<file path="src/hdl/drb_pkg.sv">
// Shared types, constants and the CORDIC angle table for the dead-reckoning block.
// Used by every module in this folder; depends on nothing.
`default_nettype none

package drb_pkg;

	localparam int ATAN_LEN = 30;
	localparam int QDEPTH = 2;
	localparam int QPW = $clog2(QDEPTH);

	// Inverse CORDIC gain as a Q2.30 value.
	localparam logic signed [31:0] KINV = 32'sd652032874;

	// Angles in Q10.7 degrees.
	localparam logic signed [17:0] DEG90 = 18'sd11520;
	localparam logic signed [17:0] DEG180 = 18'sd23040;
	localparam logic signed [17:0] DEG360 = 18'sd46080;

	// 180 degrees with 20 fraction bits.
	localparam logic signed [30:0] Z180 = 31'sd188743680;

	localparam logic [1:0] REG_START_X = 2'd0;
	localparam logic [1:0] REG_START_Y = 2'd1;

	typedef struct packed {
		logic               restart;
		logic signed [20:0] step_len;
		logic signed [30:0] ang;
		logic signed [31:0] tx;
		logic signed [31:0] ty;
	} drb_item_t;

	typedef struct packed {
		logic full;
		logic valid;
	} drb_qstat_t;

	typedef enum logic [3:0] {
		S_IDLE,
		S_ROT,
		S_MULX,
		S_MULY,
		S_POS,
		S_VINIT,
		S_VEC,
		S_MULH,
		S_MULL,
		S_MULO,
		S_RNG,
		S_DONE
	} drb_state_t;

	// atan(2^-i) in degrees with 20 fraction bits.
	function automatic logic [25:0] atan_deg(input logic [4:0] i);
		case (i)
			5'd0:  atan_deg = 26'd47185920;
			5'd1:  atan_deg = 26'd27855475;
			5'd2:  atan_deg = 26'd14718068;
			5'd3:  atan_deg = 26'd7471121;
			5'd4:  atan_deg = 26'd3750058;
			5'd5:  atan_deg = 26'd1876857;
			5'd6:  atan_deg = 26'd938658;
			5'd7:  atan_deg = 26'd469357;
			5'd8:  atan_deg = 26'd234682;
			5'd9:  atan_deg = 26'd117342;
			5'd10: atan_deg = 26'd58671;
			5'd11: atan_deg = 26'd29335;
			5'd12: atan_deg = 26'd14668;
			5'd13: atan_deg = 26'd7334;
			5'd14: atan_deg = 26'd3667;
			5'd15: atan_deg = 26'd1833;
			5'd16: atan_deg = 26'd917;
			5'd17: atan_deg = 26'd458;
			5'd18: atan_deg = 26'd229;
			5'd19: atan_deg = 26'd115;
			5'd20: atan_deg = 26'd57;
			5'd21: atan_deg = 26'd29;
			5'd22: atan_deg = 26'd14;
			5'd23: atan_deg = 26'd7;
			5'd24: atan_deg = 26'd4;
			5'd25: atan_deg = 26'd2;
			5'd26: atan_deg = 26'd1;
			default: atan_deg = 26'd0;
		endcase
	endfunction

endpackage

`default_nettype wire

</file>
<file path="src/hdl/drb_front.sv">
// Input side: accepts beats and folds the heading into the CORDIC rotation range.
// Depends on drb_pkg for the item type and angle constants.
`default_nettype none

module drb_front (
	input  wire logic                in_valid,
	output logic                     in_stall,
	input  wire logic                restart,
	input  wire logic signed [15:0]  heading,
	input  wire logic signed [19:0]  travel,
	input  wire logic signed [31:0]  target_x,
	input  wire logic signed [31:0]  target_y,
	input  wire drb_pkg::drb_qstat_t q_stat,
	output logic                     push,
	output drb_pkg::drb_item_t       push_item
);
	import drb_pkg::*;

	logic signed [17:0] h_w;
	logic signed [17:0] h_f;
	logic               fold;
	logic signed [20:0] d_ext;

	assign in_stall = q_stat.full;
	assign push = in_valid && !q_stat.full;

	// Wrap once into +-180, then fold anything beyond +-90 by 180 and flip the travel.
	always_comb begin
		h_w = 18'(heading);
		if (h_w > DEG180) begin
			h_w = h_w - DEG360;
		end else if (h_w < -DEG180) begin
			h_w = h_w + DEG360;
		end
		fold = 1'b0;
		h_f = h_w;
		if (h_w > DEG90) begin
			h_f = h_w - DEG180;
			fold = 1'b1;
		end else if (h_w < -DEG90) begin
			h_f = h_w + DEG180;
			fold = 1'b1;
		end
	end

	assign d_ext = 21'(travel);

	always_comb begin
		push_item.restart = restart;
		push_item.step_len = fold ? -d_ext : d_ext;
		push_item.ang = 31'(h_f) <<< 13;
		push_item.tx = target_x;
		push_item.ty = target_y;
	end

endmodule

`default_nettype wire

</file>
<file path="src/hdl/drb_queue.sv">
// Short queue of classified items between the input side and the solver.
// Depends on drb_pkg for the item and status types.
`default_nettype none

module drb_queue (
	input  wire logic               clk,
	input  wire logic               arst_n,
	input  wire logic               push,
	input  wire drb_pkg::drb_item_t push_item,
	input  wire logic               pop,
	output drb_pkg::drb_item_t      pop_item,
	output drb_pkg::drb_qstat_t     q_stat
);
	import drb_pkg::*;

	drb_item_t          mem_q [QDEPTH];
	logic [QPW-1:0]     wr_ptr_q;
	logic [QPW-1:0]     rd_ptr_q;
	logic [QPW:0]       count_q;

	always_ff @(posedge clk) begin
		if (push) begin
			mem_q[wr_ptr_q] <= push_item;
		end
	end

	always_ff @(posedge clk or negedge arst_n) begin
		if (!arst_n) begin
			wr_ptr_q <= '0;
			rd_ptr_q <= '0;
			count_q <= '0;
		end else begin
			if (push) begin
				wr_ptr_q <= (wr_ptr_q == QPW'(QDEPTH - 1)) ? '0 : wr_ptr_q + QPW'(1);
			end
			if (pop) begin
				rd_ptr_q <= (rd_ptr_q == QPW'(QDEPTH - 1)) ? '0 : rd_ptr_q + QPW'(1);
			end
			if (push && !pop) begin
				count_q <= count_q + (QPW+1)'(1);
			end else if (pop && !push) begin
				count_q <= count_q - (QPW+1)'(1);
			end
		end
	end

	assign pop_item = mem_q[rd_ptr_q];
	assign q_stat.full = (count_q == (QPW+1)'(QDEPTH));
	assign q_stat.valid = (count_q != '0);

endmodule

`default_nettype wire

</file>
<file path="src/hdl/drb_back.sv">
// Solver: keeps the position and runs one shared CORDIC stage and one constant
// multiplier through rotation, position update and vectoring. Depends on drb_pkg.
`default_nettype none

module drb_back #(
	parameter int CORDIC_ITERATIONS = 16,
	parameter int POSITION_WIDTH = 32
) (
	input  wire logic                 clk,
	input  wire logic                 arst_n,
	input  wire drb_pkg::drb_qstat_t  q_stat,
	input  wire drb_pkg::drb_item_t   q_item,
	output logic                      q_pop,
	input  wire logic signed [31:0]   start_x,
	input  wire logic signed [31:0]   start_y,
	output logic                      out_valid,
	input  wire logic                 out_stall,
	output logic signed [31:0]        pos_x,
	output logic signed [31:0]        pos_y,
	output logic [30:0]               range_to_target,
	output logic signed [15:0]        bearing_to_target,
	output logic                      saturated
);
	import drb_pkg::*;

	localparam int NIT = (CORDIC_ITERATIONS > ATAN_LEN) ? ATAN_LEN : CORDIC_ITERATIONS;
	localparam logic [4:0] ILAST = 5'(NIT - 1);
	localparam int PW = POSITION_WIDTH;
	localparam int DW = ((PW > 32) ? PW : 32) + 1;
	// Difference width plus 8 guard bits plus room for CORDIC growth.
	localparam int VW = DW + 10;
	localparam int MW = 22;
	localparam logic signed [63:0] PMAX = (64'sd1 <<< (PW - 1)) - 64'sd1;
	localparam logic signed [63:0] PMIN = -PMAX - 64'sd1;
	localparam logic [30:0] RMAX = 31'h7FFFFFFF;

	drb_state_t             state_q;
	drb_state_t             state_d;
	logic [4:0]             iter_q;
	logic signed [VW-1:0]   x_q;
	logic signed [VW-1:0]   y_q;
	logic signed [30:0]     z_q;
	logic signed [PW-1:0]   pos_x_q;
	logic signed [PW-1:0]   pos_y_q;
	logic signed [31:0]     tx_q;
	logic signed [31:0]     ty_q;
	logic signed [MW-1:0]   mx_q;
	logic signed [63:0]     prod_q;
	logic [63:0]            acc_q;
	logic [30:0]            range_q;
	logic signed [15:0]     bear_q;
	logic                   flag_q;
	logic                   out_valid_q;

	logic                   iter_last;
	logic                   out_load;
	logic                   ccw;
	logic                   y_pos;
	logic signed [VW-1:0]   xs;
	logic signed [VW-1:0]   ys;
	logic signed [VW-1:0]   x_nx;
	logic signed [VW-1:0]   y_nx;
	logic signed [30:0]     z_nx;
	logic signed [30:0]     atan_v;
	logic signed [31:0]     mul_a;
	logic signed [63:0]     prod_d;
	logic signed [63:0]     rnd_d;
	logic signed [MW-1:0]   my_w;
	logic signed [63:0]     sx;
	logic signed [63:0]     sy;
	logic signed [63:0]     rsx;
	logic signed [63:0]     rsy;
	logic signed [63:0]     dx;
	logic signed [63:0]     dy;
	logic                   tgt_zero;
	logic signed [VW-1:0]   vx_s;
	logic signed [VW-1:0]   vy_s;
	logic [VW-1:0]          xc;
	logic                   rng_big;
	logic signed [30:0]     bz;
	logic signed [17:0]     b18;
	logic signed [17:0]     bw;
	logic [63:0]            rsum;
	logic                   rng_over;
	logic signed [63:0]     pos_x64;
	logic signed [63:0]     pos_y64;

	function automatic logic signed [PW-1:0] sat_pos(input logic signed [63:0] v);
		if (v > PMAX) begin
			sat_pos = PMAX[PW-1:0];
		end else if (v < PMIN) begin
			sat_pos = PMIN[PW-1:0];
		end else begin
			sat_pos = v[PW-1:0];
		end
	endfunction

	function automatic logic clips(input logic signed [63:0] v);
		clips = (v > PMAX) || (v < PMIN);
	endfunction

	// Shared CORDIC micro-rotation. Rotation steers on the sign of z, vectoring on y.
	assign xs = x_q >>> iter_q;
	assign ys = y_q >>> iter_q;
	assign atan_v = 31'(atan_deg(iter_q));
	assign y_pos = !y_q[VW-1] && (|y_q);
	assign ccw = (state_q == S_ROT) ? !z_q[30] : !y_pos;
	assign x_nx = ccw ? x_q - ys : x_q + ys;
	assign y_nx = ccw ? y_q + xs : y_q - xs;
	assign z_nx = ccw ? z_q - atan_v : z_q + atan_v;
	assign iter_last = (iter_q == ILAST);

	// Range path works on the clamped vector length, split into pieces for the multiplier.
	assign xc = x_q[VW-1] ? '0 : x_q;
	assign rng_big = |xc[VW-2:41];

	always_comb begin
		case (state_q)
			S_MULX:  mul_a = x_q[31:0];
			S_MULY:  mul_a = y_q[31:0];
			S_MULH:  mul_a = {16'd0, xc[40:25]};
			S_MULL:  mul_a = {15'd0, xc[24:8]};
			S_MULO:  mul_a = {24'd0, xc[7:0]};
			default: mul_a = '0;
		endcase
	end

	assign prod_d = mul_a * KINV;
	assign rnd_d = (prod_q + (64'sd1 <<< 39)) >>> 40;
	assign my_w = rnd_d[MW-1:0];

	assign sx = 64'(pos_x_q) + 64'(mx_q);
	assign sy = 64'(pos_y_q) + 64'(my_w);
	assign rsx = 64'(start_x);
	assign rsy = 64'(start_y);

	assign dx = 64'(tx_q) - 64'(pos_x_q);
	assign dy = 64'(ty_q) - 64'(pos_y_q);
	assign tgt_zero = (dx == 64'sd0) && (dy == 64'sd0);
	assign vx_s = VW'(dx <<< 8);
	assign vy_s = VW'(dy <<< 8);

	assign bz = (z_q + 31'sd4096) >>> 13;
	assign b18 = bz[17:0];

	always_comb begin
		if (b18 > DEG180) begin
			bw = b18 - DEG360;
		end else if (b18 < -DEG180) begin
			bw = b18 + DEG360;
		end else begin
			bw = b18;
		end
	end

	assign rsum = acc_q + ($unsigned(prod_q) >> 8);
	assign rng_over = |rsum[63:61];

	assign pos_x64 = 64'(pos_x_q);
	assign pos_y64 = 64'(pos_y_q);

	// Next state.
	always_comb begin
		state_d = state_q;
		case (state_q)
			S_IDLE: begin
				if (q_stat.valid) begin
					state_d = q_item.restart ? S_VINIT : S_ROT;
				end
			end
			S_ROT: begin
				if (iter_last) begin
					state_d = S_MULX;
				end
			end
			S_MULX:  state_d = S_MULY;
			S_MULY:  state_d = S_POS;
			S_POS:   state_d = S_VINIT;
			S_VINIT: state_d = tgt_zero ? S_DONE : S_VEC;
			S_VEC: begin
				if (iter_last) begin
					state_d = S_MULH;
				end
			end
			S_MULH:  state_d = rng_big ? S_DONE : S_MULL;
			S_MULL:  state_d = S_MULO;
			S_MULO:  state_d = S_RNG;
			S_RNG:   state_d = S_DONE;
			S_DONE: begin
				if (out_load) begin
					state_d = S_IDLE;
				end
			end
			default: state_d = S_IDLE;
		endcase
	end

	// Control outputs.
	always_comb begin
		q_pop = (state_q == S_IDLE) && q_stat.valid;
		out_load = (state_q == S_DONE) && (!out_valid_q || !out_stall);
	end

	always_ff @(posedge clk or negedge arst_n) begin
		if (!arst_n) begin
			state_q <= S_IDLE;
			iter_q <= '0;
			out_valid_q <= 1'b0;
		end else begin
			state_q <= state_d;
			if ((state_q == S_ROT || state_q == S_VEC) && !iter_last) begin
				iter_q <= iter_q + 5'd1;
			end else begin
				iter_q <= '0;
			end
			if (out_load) begin
				out_valid_q <= 1'b1;
			end else if (!out_stall) begin
				out_valid_q <= 1'b0;
			end
		end
	end

	// The kept position lives here; reset clears it.
	always_ff @(posedge clk or negedge arst_n) begin
		if (!arst_n) begin
			pos_x_q <= '0;
			pos_y_q <= '0;
		end else if (state_q == S_IDLE && q_stat.valid && q_item.restart) begin
			pos_x_q <= sat_pos(rsx);
			pos_y_q <= sat_pos(rsy);
		end else if (state_q == S_POS) begin
			pos_x_q <= sat_pos(sx);
			pos_y_q <= sat_pos(sy);
		end
	end

	always_ff @(posedge clk) begin
		case (state_q)
			S_IDLE: begin
				if (q_stat.valid) begin
					tx_q <= q_item.tx;
					ty_q <= q_item.ty;
					if (q_item.restart) begin
						flag_q <= clips(rsx) || clips(rsy);
					end else begin
						x_q <= VW'(q_item.step_len) <<< 10;
						y_q <= '0;
						z_q <= q_item.ang;
						flag_q <= 1'b0;
					end
				end
			end
			S_ROT, S_VEC: begin
				x_q <= x_nx;
				y_q <= y_nx;
				z_q <= z_nx;
			end
			S_MULX: begin
				prod_q <= prod_d;
			end
			S_MULY: begin
				mx_q <= rnd_d[MW-1:0];
				prod_q <= prod_d;
			end
			S_POS: begin
				if (clips(sx) || clips(sy)) begin
					flag_q <= 1'b1;
				end
			end
			S_VINIT: begin
				if (tgt_zero) begin
					range_q <= '0;
					bear_q <= '0;
				end else if (vx_s[VW-1]) begin
					x_q <= -vx_s;
					y_q <= -vy_s;
					z_q <= dy[63] ? -Z180 : Z180;
				end else begin
					x_q <= vx_s;
					y_q <= vy_s;
					z_q <= '0;
				end
			end
			S_MULH: begin
				bear_q <= bw[15:0];
				if (rng_big) begin
					range_q <= RMAX;
					flag_q <= 1'b1;
				end
				prod_q <= prod_d;
			end
			S_MULL: begin
				acc_q <= {prod_q[46:0], 17'd0} + (64'd1 << 29);
				prod_q <= prod_d;
			end
			S_MULO: begin
				acc_q <= acc_q + $unsigned(prod_q);
				prod_q <= prod_d;
			end
			S_RNG: begin
				if (rng_over) begin
					range_q <= RMAX;
					flag_q <= 1'b1;
				end else begin
					range_q <= rsum[60:30];
				end
			end
			default: begin
			end
		endcase
	end

	always_ff @(posedge clk) begin
		if (out_load) begin
			pos_x <= pos_x64[31:0];
			pos_y <= pos_y64[31:0];
			range_to_target <= range_q;
			bearing_to_target <= bear_q;
			saturated <= flag_q;
		end
	end

	assign out_valid = out_valid_q;

	a_iter_bound: assert property (@(posedge clk) disable iff (!arst_n)
		(state_q == S_ROT || state_q == S_VEC) |-> (iter_q <= ILAST))
		else $error("CORDIC step count ran past the last table entry");

	a_rot_fits_mul: assert property (@(posedge clk) disable iff (!arst_n)
		(state_q == S_MULX) |-> (x_q[VW-1:31] == {(VW-31){x_q[31]}} &&
			y_q[VW-1:31] == {(VW-31){y_q[31]}}))
		else $error("rotated vector does not fit the multiplier operand");

	a_done_holds: assert property (@(posedge clk) disable iff (!arst_n)
		(state_q == S_DONE && !out_load) |=> (state_q == S_DONE && $stable(range_q)
			&& $stable(bear_q) && $stable(flag_q)))
		else $error("finished result changed while waiting for the output register");

	a_bearing_range: assert property (@(posedge clk) disable iff (!arst_n)
		out_valid_q |-> (bearing_to_target <= 16'sd23040 && bearing_to_target >= -16'sd23040))
		else $error("bearing outside +-180 degrees");

endmodule

`default_nettype wire

</file>
<file path="src/hdl/dead_reckoning_range_bearing.sv">
// Dead-reckoning position keeper with range and bearing to a target point.
// Top level: start registers and the front, queue and solver instances.
// Each input beat either reloads the kept position from start_x/start_y (restart) or
// moves it by travel along heading (Q8.7 degrees, 0 north, 90 east); the result beat
// carries the new position, the range (Q15.16, saturating) and the atan2 bearing to the
// target. A restart skips the rotation and position update, and a target equal to the
// position skips the vectoring pass and the range multiplies. The time per beat is set by
// the single shared CORDIC stage, which runs the rotation and then the vectoring pass one
// step per cycle, and by the one constant multiplier used for gain correction and range
// scaling. A two-entry queue takes new beats while the solver works, and the output
// register holds a finished result while the solver begins the next beat.
`default_nettype none

module dead_reckoning_range_bearing #(
	parameter int CORDIC_ITERATIONS = 16,
	parameter int POSITION_WIDTH = 32
) (
	input  wire logic               clk,
	input  wire logic               arst_n,
	input  wire logic               cfg_we,
	input  wire logic [1:0]         cfg_index,
	input  wire logic [31:0]        cfg_data,
	input  wire logic               in_valid,
	output logic                    in_stall,
	input  wire logic               restart,
	input  wire logic signed [15:0] heading,
	input  wire logic signed [19:0] travel,
	input  wire logic signed [31:0] target_x,
	input  wire logic signed [31:0] target_y,
	output logic                    out_valid,
	input  wire logic               out_stall,
	output logic signed [31:0]      pos_x,
	output logic signed [31:0]      pos_y,
	output logic [30:0]             range_to_target,
	output logic signed [15:0]      bearing_to_target,
	output logic                    saturated
);
	import drb_pkg::*;

	logic signed [31:0] start_x_q;
	logic signed [31:0] start_y_q;
	logic               push;
	logic               pop;
	drb_item_t          push_item;
	drb_item_t          pop_item;
	drb_qstat_t         q_stat;

	// Writes to an index past the register list are dropped.
	always_ff @(posedge clk or negedge arst_n) begin
		if (!arst_n) begin
			start_x_q <= '0;
			start_y_q <= '0;
		end else if (cfg_we) begin
			case (cfg_index)
				REG_START_X: start_x_q <= cfg_data;
				REG_START_Y: start_y_q <= cfg_data;
				default: begin
				end
			endcase
		end
	end

	drb_front u_front (
		.in_valid  (in_valid),
		.in_stall  (in_stall),
		.restart   (restart),
		.heading   (heading),
		.travel    (travel),
		.target_x  (target_x),
		.target_y  (target_y),
		.q_stat    (q_stat),
		.push      (push),
		.push_item (push_item)
	);

	drb_queue u_queue (
		.clk       (clk),
		.arst_n    (arst_n),
		.push      (push),
		.push_item (push_item),
		.pop       (pop),
		.pop_item  (pop_item),
		.q_stat    (q_stat)
	);

	drb_back #(
		.CORDIC_ITERATIONS (CORDIC_ITERATIONS),
		.POSITION_WIDTH    (POSITION_WIDTH)
	) u_back (
		.clk               (clk),
		.arst_n            (arst_n),
		.q_stat            (q_stat),
		.q_item            (pop_item),
		.q_pop             (pop),
		.start_x           (start_x_q),
		.start_y           (start_y_q),
		.out_valid         (out_valid),
		.out_stall         (out_stall),
		.pos_x             (pos_x),
		.pos_y             (pos_y),
		.range_to_target   (range_to_target),
		.bearing_to_target (bearing_to_target),
		.saturated         (saturated)
	);

endmodule

`default_nettype wire
</file>
<file path="config.mk">
export PLATFORM = sky130hd
export DESIGN_NAME = dead_reckoning_range_bearing
export DESIGN_NICKNAME = d
export VERILOG_FILES = /design/src/hdl/drb_pkg.sv /design/src/hdl/drb_front.sv /design/src/hdl/drb_queue.sv /design/src/hdl/drb_back.sv /design/src/hdl/dead_reckoning_range_bearing.sv
export SDC_FILE = /design/constraint.sdc
export NUM_CORES = 2
export LEC_CHECK = 0
export BUFFER_PORTS_ARGS = -buffer_cell sky130_fd_sc_hd__buf_2
export CORE_UTILIZATION = 40
export DETAILED_ROUTE_END_ITERATION = 10
export SYNTH_ARGS = -nofsm -noshare
export SYNTH_HDL_FRONTEND = slang
export SYNTH_SLANG_ARGS = --single-unit
</file>
<file path="constraint.sdc">
create_clock -name clk -period 17.7 [get_ports clk]
set_input_delay 0.885 -clock clk [delete_from_list [all_inputs] [get_ports clk]]
set_output_delay 0.885 -clock clk [all_outputs]
set_load 0.1 [all_outputs]
</file>
## After elaboration in Yosys (flattened, before gate mapping)

Memories as Yosys holds them, arrays and structs flattened.
Cells that the tools add are included.

- Bits in read-only memories: 832
- Logic and storage cells: 222
- Latch bits: 0
- Bits in registers: 631
- Memory bits (writable): 208
- Memories kept: 2

Memories:

| name | words | width | read ports | clocked after Yosys merged registers in | wr ports | line | source |
|---|---|---|---|---|---|---|---|
| (no name shown) | 32 | 26 | 1 | 0 | 0 | drb_pkg.sv:55 | `case (i)` |
| u_queue.mem_q | 2 | 104 | 1 | 0 | 1 | drb_queue.sv:16 | `drb_item_t mem_q [QDEPTH];` |

- Order comparisons: 14
- Equality and inequality tests: 25
- Shifts and indexed selects: 2
- Reduce and logical (&&, ||, !) cells: 50
- Multiplexer cells: 73
- Bitwise logic cells: 0
- $add $sub $neg: 29
- Divide/modulo/power cells: 0
- Multiply operators: 1

Operators by type and width:

| operator | count |
|---|---|
| $mux 43 | 10 |
| $mux 32 | 12 |
| $mux 31 | 9 |
| $pmux 43 s3 | 2 |
| $pmux 31 s3 | 2 |
| $pmux 32 s5 | 1 |
| $gt 64x32->1 const B | 2 |
| $logic_not 64->1 | 2 |
| $lt 64x32->1 const B | 2 |
| $pmux 64 s2 | 1 |
| $add 43x43->43 | 2 |
| $neg 43->43 | 2 |
| $sshr 43x5->43 | 2 |
| $sub 43x43->43 | 2 |
| $mux 18 | 4 |
| $add 32x22->33 | 2 |
| $sub 32x32->33 | 2 |
| $add 64x30->64 const B | 1 |
| $add 64x56->64 | 1 |
| $add 64x64->64 | 1 |
| $gt 32x32->1 const B | 2 |
| $lt 32x32->1 const B | 2 |
| $add 62x41->62 const B | 1 |
| $mul 32x30->62 const B | 1 |
| other kinds (56) | 126 |

## Depth between registers and ports, before layout

- Word-level depth: 7
- Mapped depth: 39
- Depth with buffers taken out: 36

## By module

Synthesis repeated with hierarchy kept, for this count alone.

- Cell total of the unflattened synthesis: 8335
- Area total of the unflattened synthesis: 83055.9 um^2

By module, submodules not included:

| module | instances | sequential area each (um^2) | area each (um^2) | cells each |
|---|---|---|---|---|
| drb_back | 1 | 16505.8 | 69655.6 | 7509 |
| drb_queue | 1 | 7126.8 | 8698.3 | 380 |
| dead_reckoning_range_bearing | 1 | 1601.5 | 2416.1 | 136 |
| drb_front | 1 | 0.0 | 2285.9 | 310 |

## Worst setup path after synthesis

No wires, ideal clock.

- Kind: reg-to-reg
- Start point: register u_back.state_q[2]
- End point: register u_back.prod_q[62] (netlist name)
- Cell stages (with the launch flop): 34
- Slack: 5.876 ns
- Data arrival time: 11.559 ns
- Data required time: 17.435 ns
- Path buffers: 2
- Period minus slack after synthesis: 11.824 ns
- Setup time: 0.265 ns
- Cell sequence: dfrtp_1 -> clkbuf_1 -> nor3_1 -> a22oi_1 -> inv_1 -> buf_1 -> ha_1 -> inv_1 -> fa_1 -> inv_1 -> fa_1 -> inv_1 -> ha_1 -> inv_1 -> fa_1 -> inv_1 -> fa_1 -> fa_1 -> inv_1 -> fa_1 -> inv_1 -> ha_1 -> a21o_1 -> a21o_1 -> a21oi_1 -> o21ai_0 -> a221oi_1 -> inv_1 -> o41ai_1 -> o221ai_1 -> o31ai_1 -> o21a_1 -> o21ai_0 -> xor2_1

- Word-level cells in the longest chain between the ends: 3
- Elaborated cells on any way between the ends: 7

Ends and longest elaborated chain:

| what | line | source |
|---|---|---|
| start: declaration | drb_back.sv:37 | `drb_state_t state_q;` |
| start signal: assignment | drb_back.sv:210 | `state_q <= state_d;` |
| $eq 4x4->1 (tied with other cells) | drb_back.sv:118 | `case (state_q)` |
| $pmux 32 s5 (*) | drb_back.sv:118 |  |
| $mul 32x30->62 (*) | drb_back.sv:128 | `assign prod_d = mul_a * KINV;` |
| named net u_back.prod_d[62] | drb_back.sv:66 | `logic signed [63:0] prod_d;` |

Mark *: on every way through the listed nets, which the timed path passes. The rest lies on a longest branch.
A chain may end at the register's enable or synchronous reset.

## Final worst setup path

- Start point: register u_back.state_q[1]
- End point: register u_back.prod_q[62] (netlist name)

- Word-level cells in the longest chain between the ends: 3
- Elaborated cells on any way between the ends: 7

Ends and longest elaborated chain:

| what | line |
|---|---|
| $eq 4x4->1 (tied with other cells) | drb_back.sv:118 |
| $pmux 32 s5 (*) | drb_back.sv:118 |
| $mul 32x30->62 (*) | drb_back.sv:128 |
| named net u_back.prod_d[62] | drb_back.sv:66 |

Marked as above.

==> impl_metrics.csv <==
group,metric,value,unit
synth,synth_edf_count,696,
clock_tree,clk_pin_slew_worst_paths,0.07,ns
global_routing,antenna_found_initial,14,
sta,rsz0062_at_grt,"false",
setup_path,critical_path_class,"reg -> reg",
global_routing,grt_pass1_wl,398600,um
sta,setup_viol,0,
synth,synthCells,8067,
drt,ant_nets,0,
drt,initialDrtViolationCount,6157,
synth,synth_top_family_by_area,"adder cells",
drt,drc,0,
cells_and_area,drive_above_1_share,0.1043,
setup_path,arrival,11.32,ns
synth,synthesis.nets,9394,
floorplanning,die_area,202600,um^2
clock_tree,numCtsBuffers,99,
flow_run,maxCapViolations,0,
global_routing,overflow,0,
setup_path,cp.required,18.20,ns
floorplanning,coreArea,199700,um^2
sta,drv_slew,0,
synth,synth-seq-area-share,0.3044,
clock_tree,cts_resized,0,
synth,synth_top_area_share,0.2602,
sta,final.setup_skew,0.06428,ns
synth,yosys_warnings,0,
sta,final.period_utilization,0.6114,
cells_and_area,syn2layout_area_growth,9.419,%
placement,dp_hpwl,212200,um
drt,firstDrtPassIters,6,
sta,period_needed,10.82,ns
clock_tree,clkLatencyLatePin,0.79,ns
synth,synth_mux_area_frac,0.06870,
cells_and_area,layout_commonest_cell,"inv_1",
floorplanning,fp.dieW,450.2,um
drt,wire_per_inst,24.44,um
drt,wl,267800,um
synth,synth_top_area_cell,"edfxtp_1",
sta,fmax,0.09241,GHz
outcome,status,"finished, final reports clean",
placement,io_buffers,253,
global_routing,grt.total_usage,0.2574,
clock_tree,post_cts_buffers,0,
setup_path,crit_fanout,21,
synth,synth_fa_ha_area_frac,0.2256,
synth,synth_compound_area_frac,0.1656,
worst_hold_path,hold_class,"in -> async",
synth,synthTopCellsByArea,"edfxtp_1 (26%), ha_1 (12%), fa_1 (11%)",
synth,ys_types,101,
setup_path,cpMaxStageDelayCell,"o41ai_1",
synth,synth_xor_area_frac,0.07631,
setup_path,cpPeakStageDelay,0.82,ns
floorplanning,die_h,450.2,um
synth,avgSynthCellArea,9.959,um^2
cells_and_area,fin_nets,9543,
clock_tree,cts.sink_count,838,
clock_tree,cts_root_buf,"clkbuf_16",
setup_path,crit_path_end_kind,"register",
synth,synthFlopType,"edfxtp_1",
synth,ys_ff_latch,838,
sta,final.setup.tns,0,ns
clock_tree,cts_tree,"yes",
setup_path,cpMostUsedCell,"fa_1",
setup_path,worstSetupStartpointType,"register",
floorplanning,row_count,164,
sta,worstMarginPinSlew,1.192,ns
global_routing,grt_pass1_vias,62400,
drt,vias,63750,
clock_tree,hold_buffers,0,
drt,routed_via_density,5.817,
floorplanning,start_util,0.4024,
placement,gp_congestion,0.9873,
synth,synth-simple-area-share,0.1015,
synth,synthesis.area,80340,um^2
clock_tree,htree_num_levels,3,
sta,final_hold_viol_count,0,
cells_and_area,most-common-layout-cells,"inv_1 (885), ha_1 (752), edfxtp_1 (696)",
global_routing,grt_max_degree,109,
synth,ys_async_sr_fraction,0.1695,
floorplanning,ios,254,
clock_tree,cts_buffer_depth,3,
sta,relSlewSlack,0.1952,
[worst max-delay path: cells and delay by family, from the launching register on]
kind                       cells  cell delay (ns)
AOI/OAI and AO/OA             12             3.71
DFF                            1             0.73
adders and majority gates      9             4.27
and+or+nand+nor                3             0.47
xor gates and xnor gates       2             0.40
buffers and inverters          5             0.92
[state kept, by name, indices dropped and copies added, names as in the netlist, 31 cells and up]
name,flops
start_y_q,32
u_back.range_q,31
u_back.z_q,31
u_back.x_q,43
u_back.tx_q,32
u_queue.mem_q,208
u_back.y_q,43
u_back.ty_q,32
start_x_q,32
u_back.range_to_target,31
u_back.prod_q,62
u_back.pos_x_q,32
u_back.acc_q,63
u_back.pos_y_q,32
u_back.pos_x,32
u_back.pos_y,32
[path summary, 6_finish.rpt]
check / slack [ns] / cells after the start / to / from
hold / removal: 0.22 / 1 / u_back.pos_y_q[16] / arst_n
setup reg to reg: 6.88 / 31 / u_back.prod_q[62] / u_back.state_q[1]
setup / recovery: 6.88 / 31 / u_back.prod_q[62] / u_back.state_q[1]
max in group asynchronous: 16.20 / 2 / u_back.pos_x_q[24] / arst_n
min in group clk: 0.29 / 1 / u_queue.mem_q[0][56] / target_x[24]
hold reg to reg: 0.41 / 0 / u_back.range_to_target[5] / u_back.range_q[5]
[layout make-up]
| class | count | area (um^2) |
|---|---|---|
| Antenna cell | 3 | 7.507 |
| Clock buffer | 120 | 2659 |
| Clock inverter | 64 | 792.0 |
| Fill cell | 19110 | 111800 |
| Inverter | 888 | 3333 |
| Multi-Input combinational cell | 6051 | 51390 |
| Sequential cell | 838 | 24470 |
| Tap cell | 2656 | 3323 |
| Timing Repair Buffer | 338 | 1923 |
[cell usage after synthesis, types with 85 or more instances]
master,instances
a21o_1,268
nor2_1,401
xor2_1,304
edfxtp_1,696
fa_1,435
mux2i_1,99
nand3_1,138
clkbuf_1,211
ha_1,752
mux4_2,86
xnor2_1,396
mux2_2,188
nor3_1,98
o21ai_0,447
inv_1,887
nor2b_1,85
dfrtp_1,142
nand2_1,516
a21oi_1,597
[logic make-up after synthesis]
| kind of cell | Yosys count |
|---|---|
| adder cells (fa/ha/maj) | 1188 |
| flip-flops | 838 |
| AO/OA/AOI/OAI | 2084 |
| XOR/XNOR | 700 |
| multiplexers | 392 |
| buffers and inverters | 1178 |
| AND/OR/NAND/NOR | 1687 |
[routing by layer]
| layer | GRT usage | share of wire | up-vias |
|---|---|---|---|
| met4 | 0.08875 | 0.038 | 8 |
| met5 | 0 | 0.00019 | - |
| met3 | 0.03435 | 0.064 | 479 |
| met2 | 0.4103 | 0.46 | 2426 |
| li1 | - | - | 29320 |
| met1 | 0.3581 | 0.44 | 31520 |
[through the flow]
stage / hold WS [ns] / setup WS (ns) / std cells / area [um^2] / util
6_report: 0.2191 / 6.879 / 10960 / 87900 / 0.4403
2_1_floorplan: 0.4003 / 5.876 / 8067 / 80340 / -
5_1_grt: 0.2724 / 6.109 / 10960 / 87900 / 0.4403
3_5_place_dp: 0.4045 / 7.063 / 10770 / 84450 / 0.4230
3_3_place_gp: 0.4040 / 7.108 / 10770 / 84450 / 0.4230
4_1_cts: 0.2337 / 7.012 / 10960 / 87900 / 0.4402
Power is left out: the tool's default activity adds up to more than one toggle a clock period on the data nets, which glitch-free logic cannot reach.
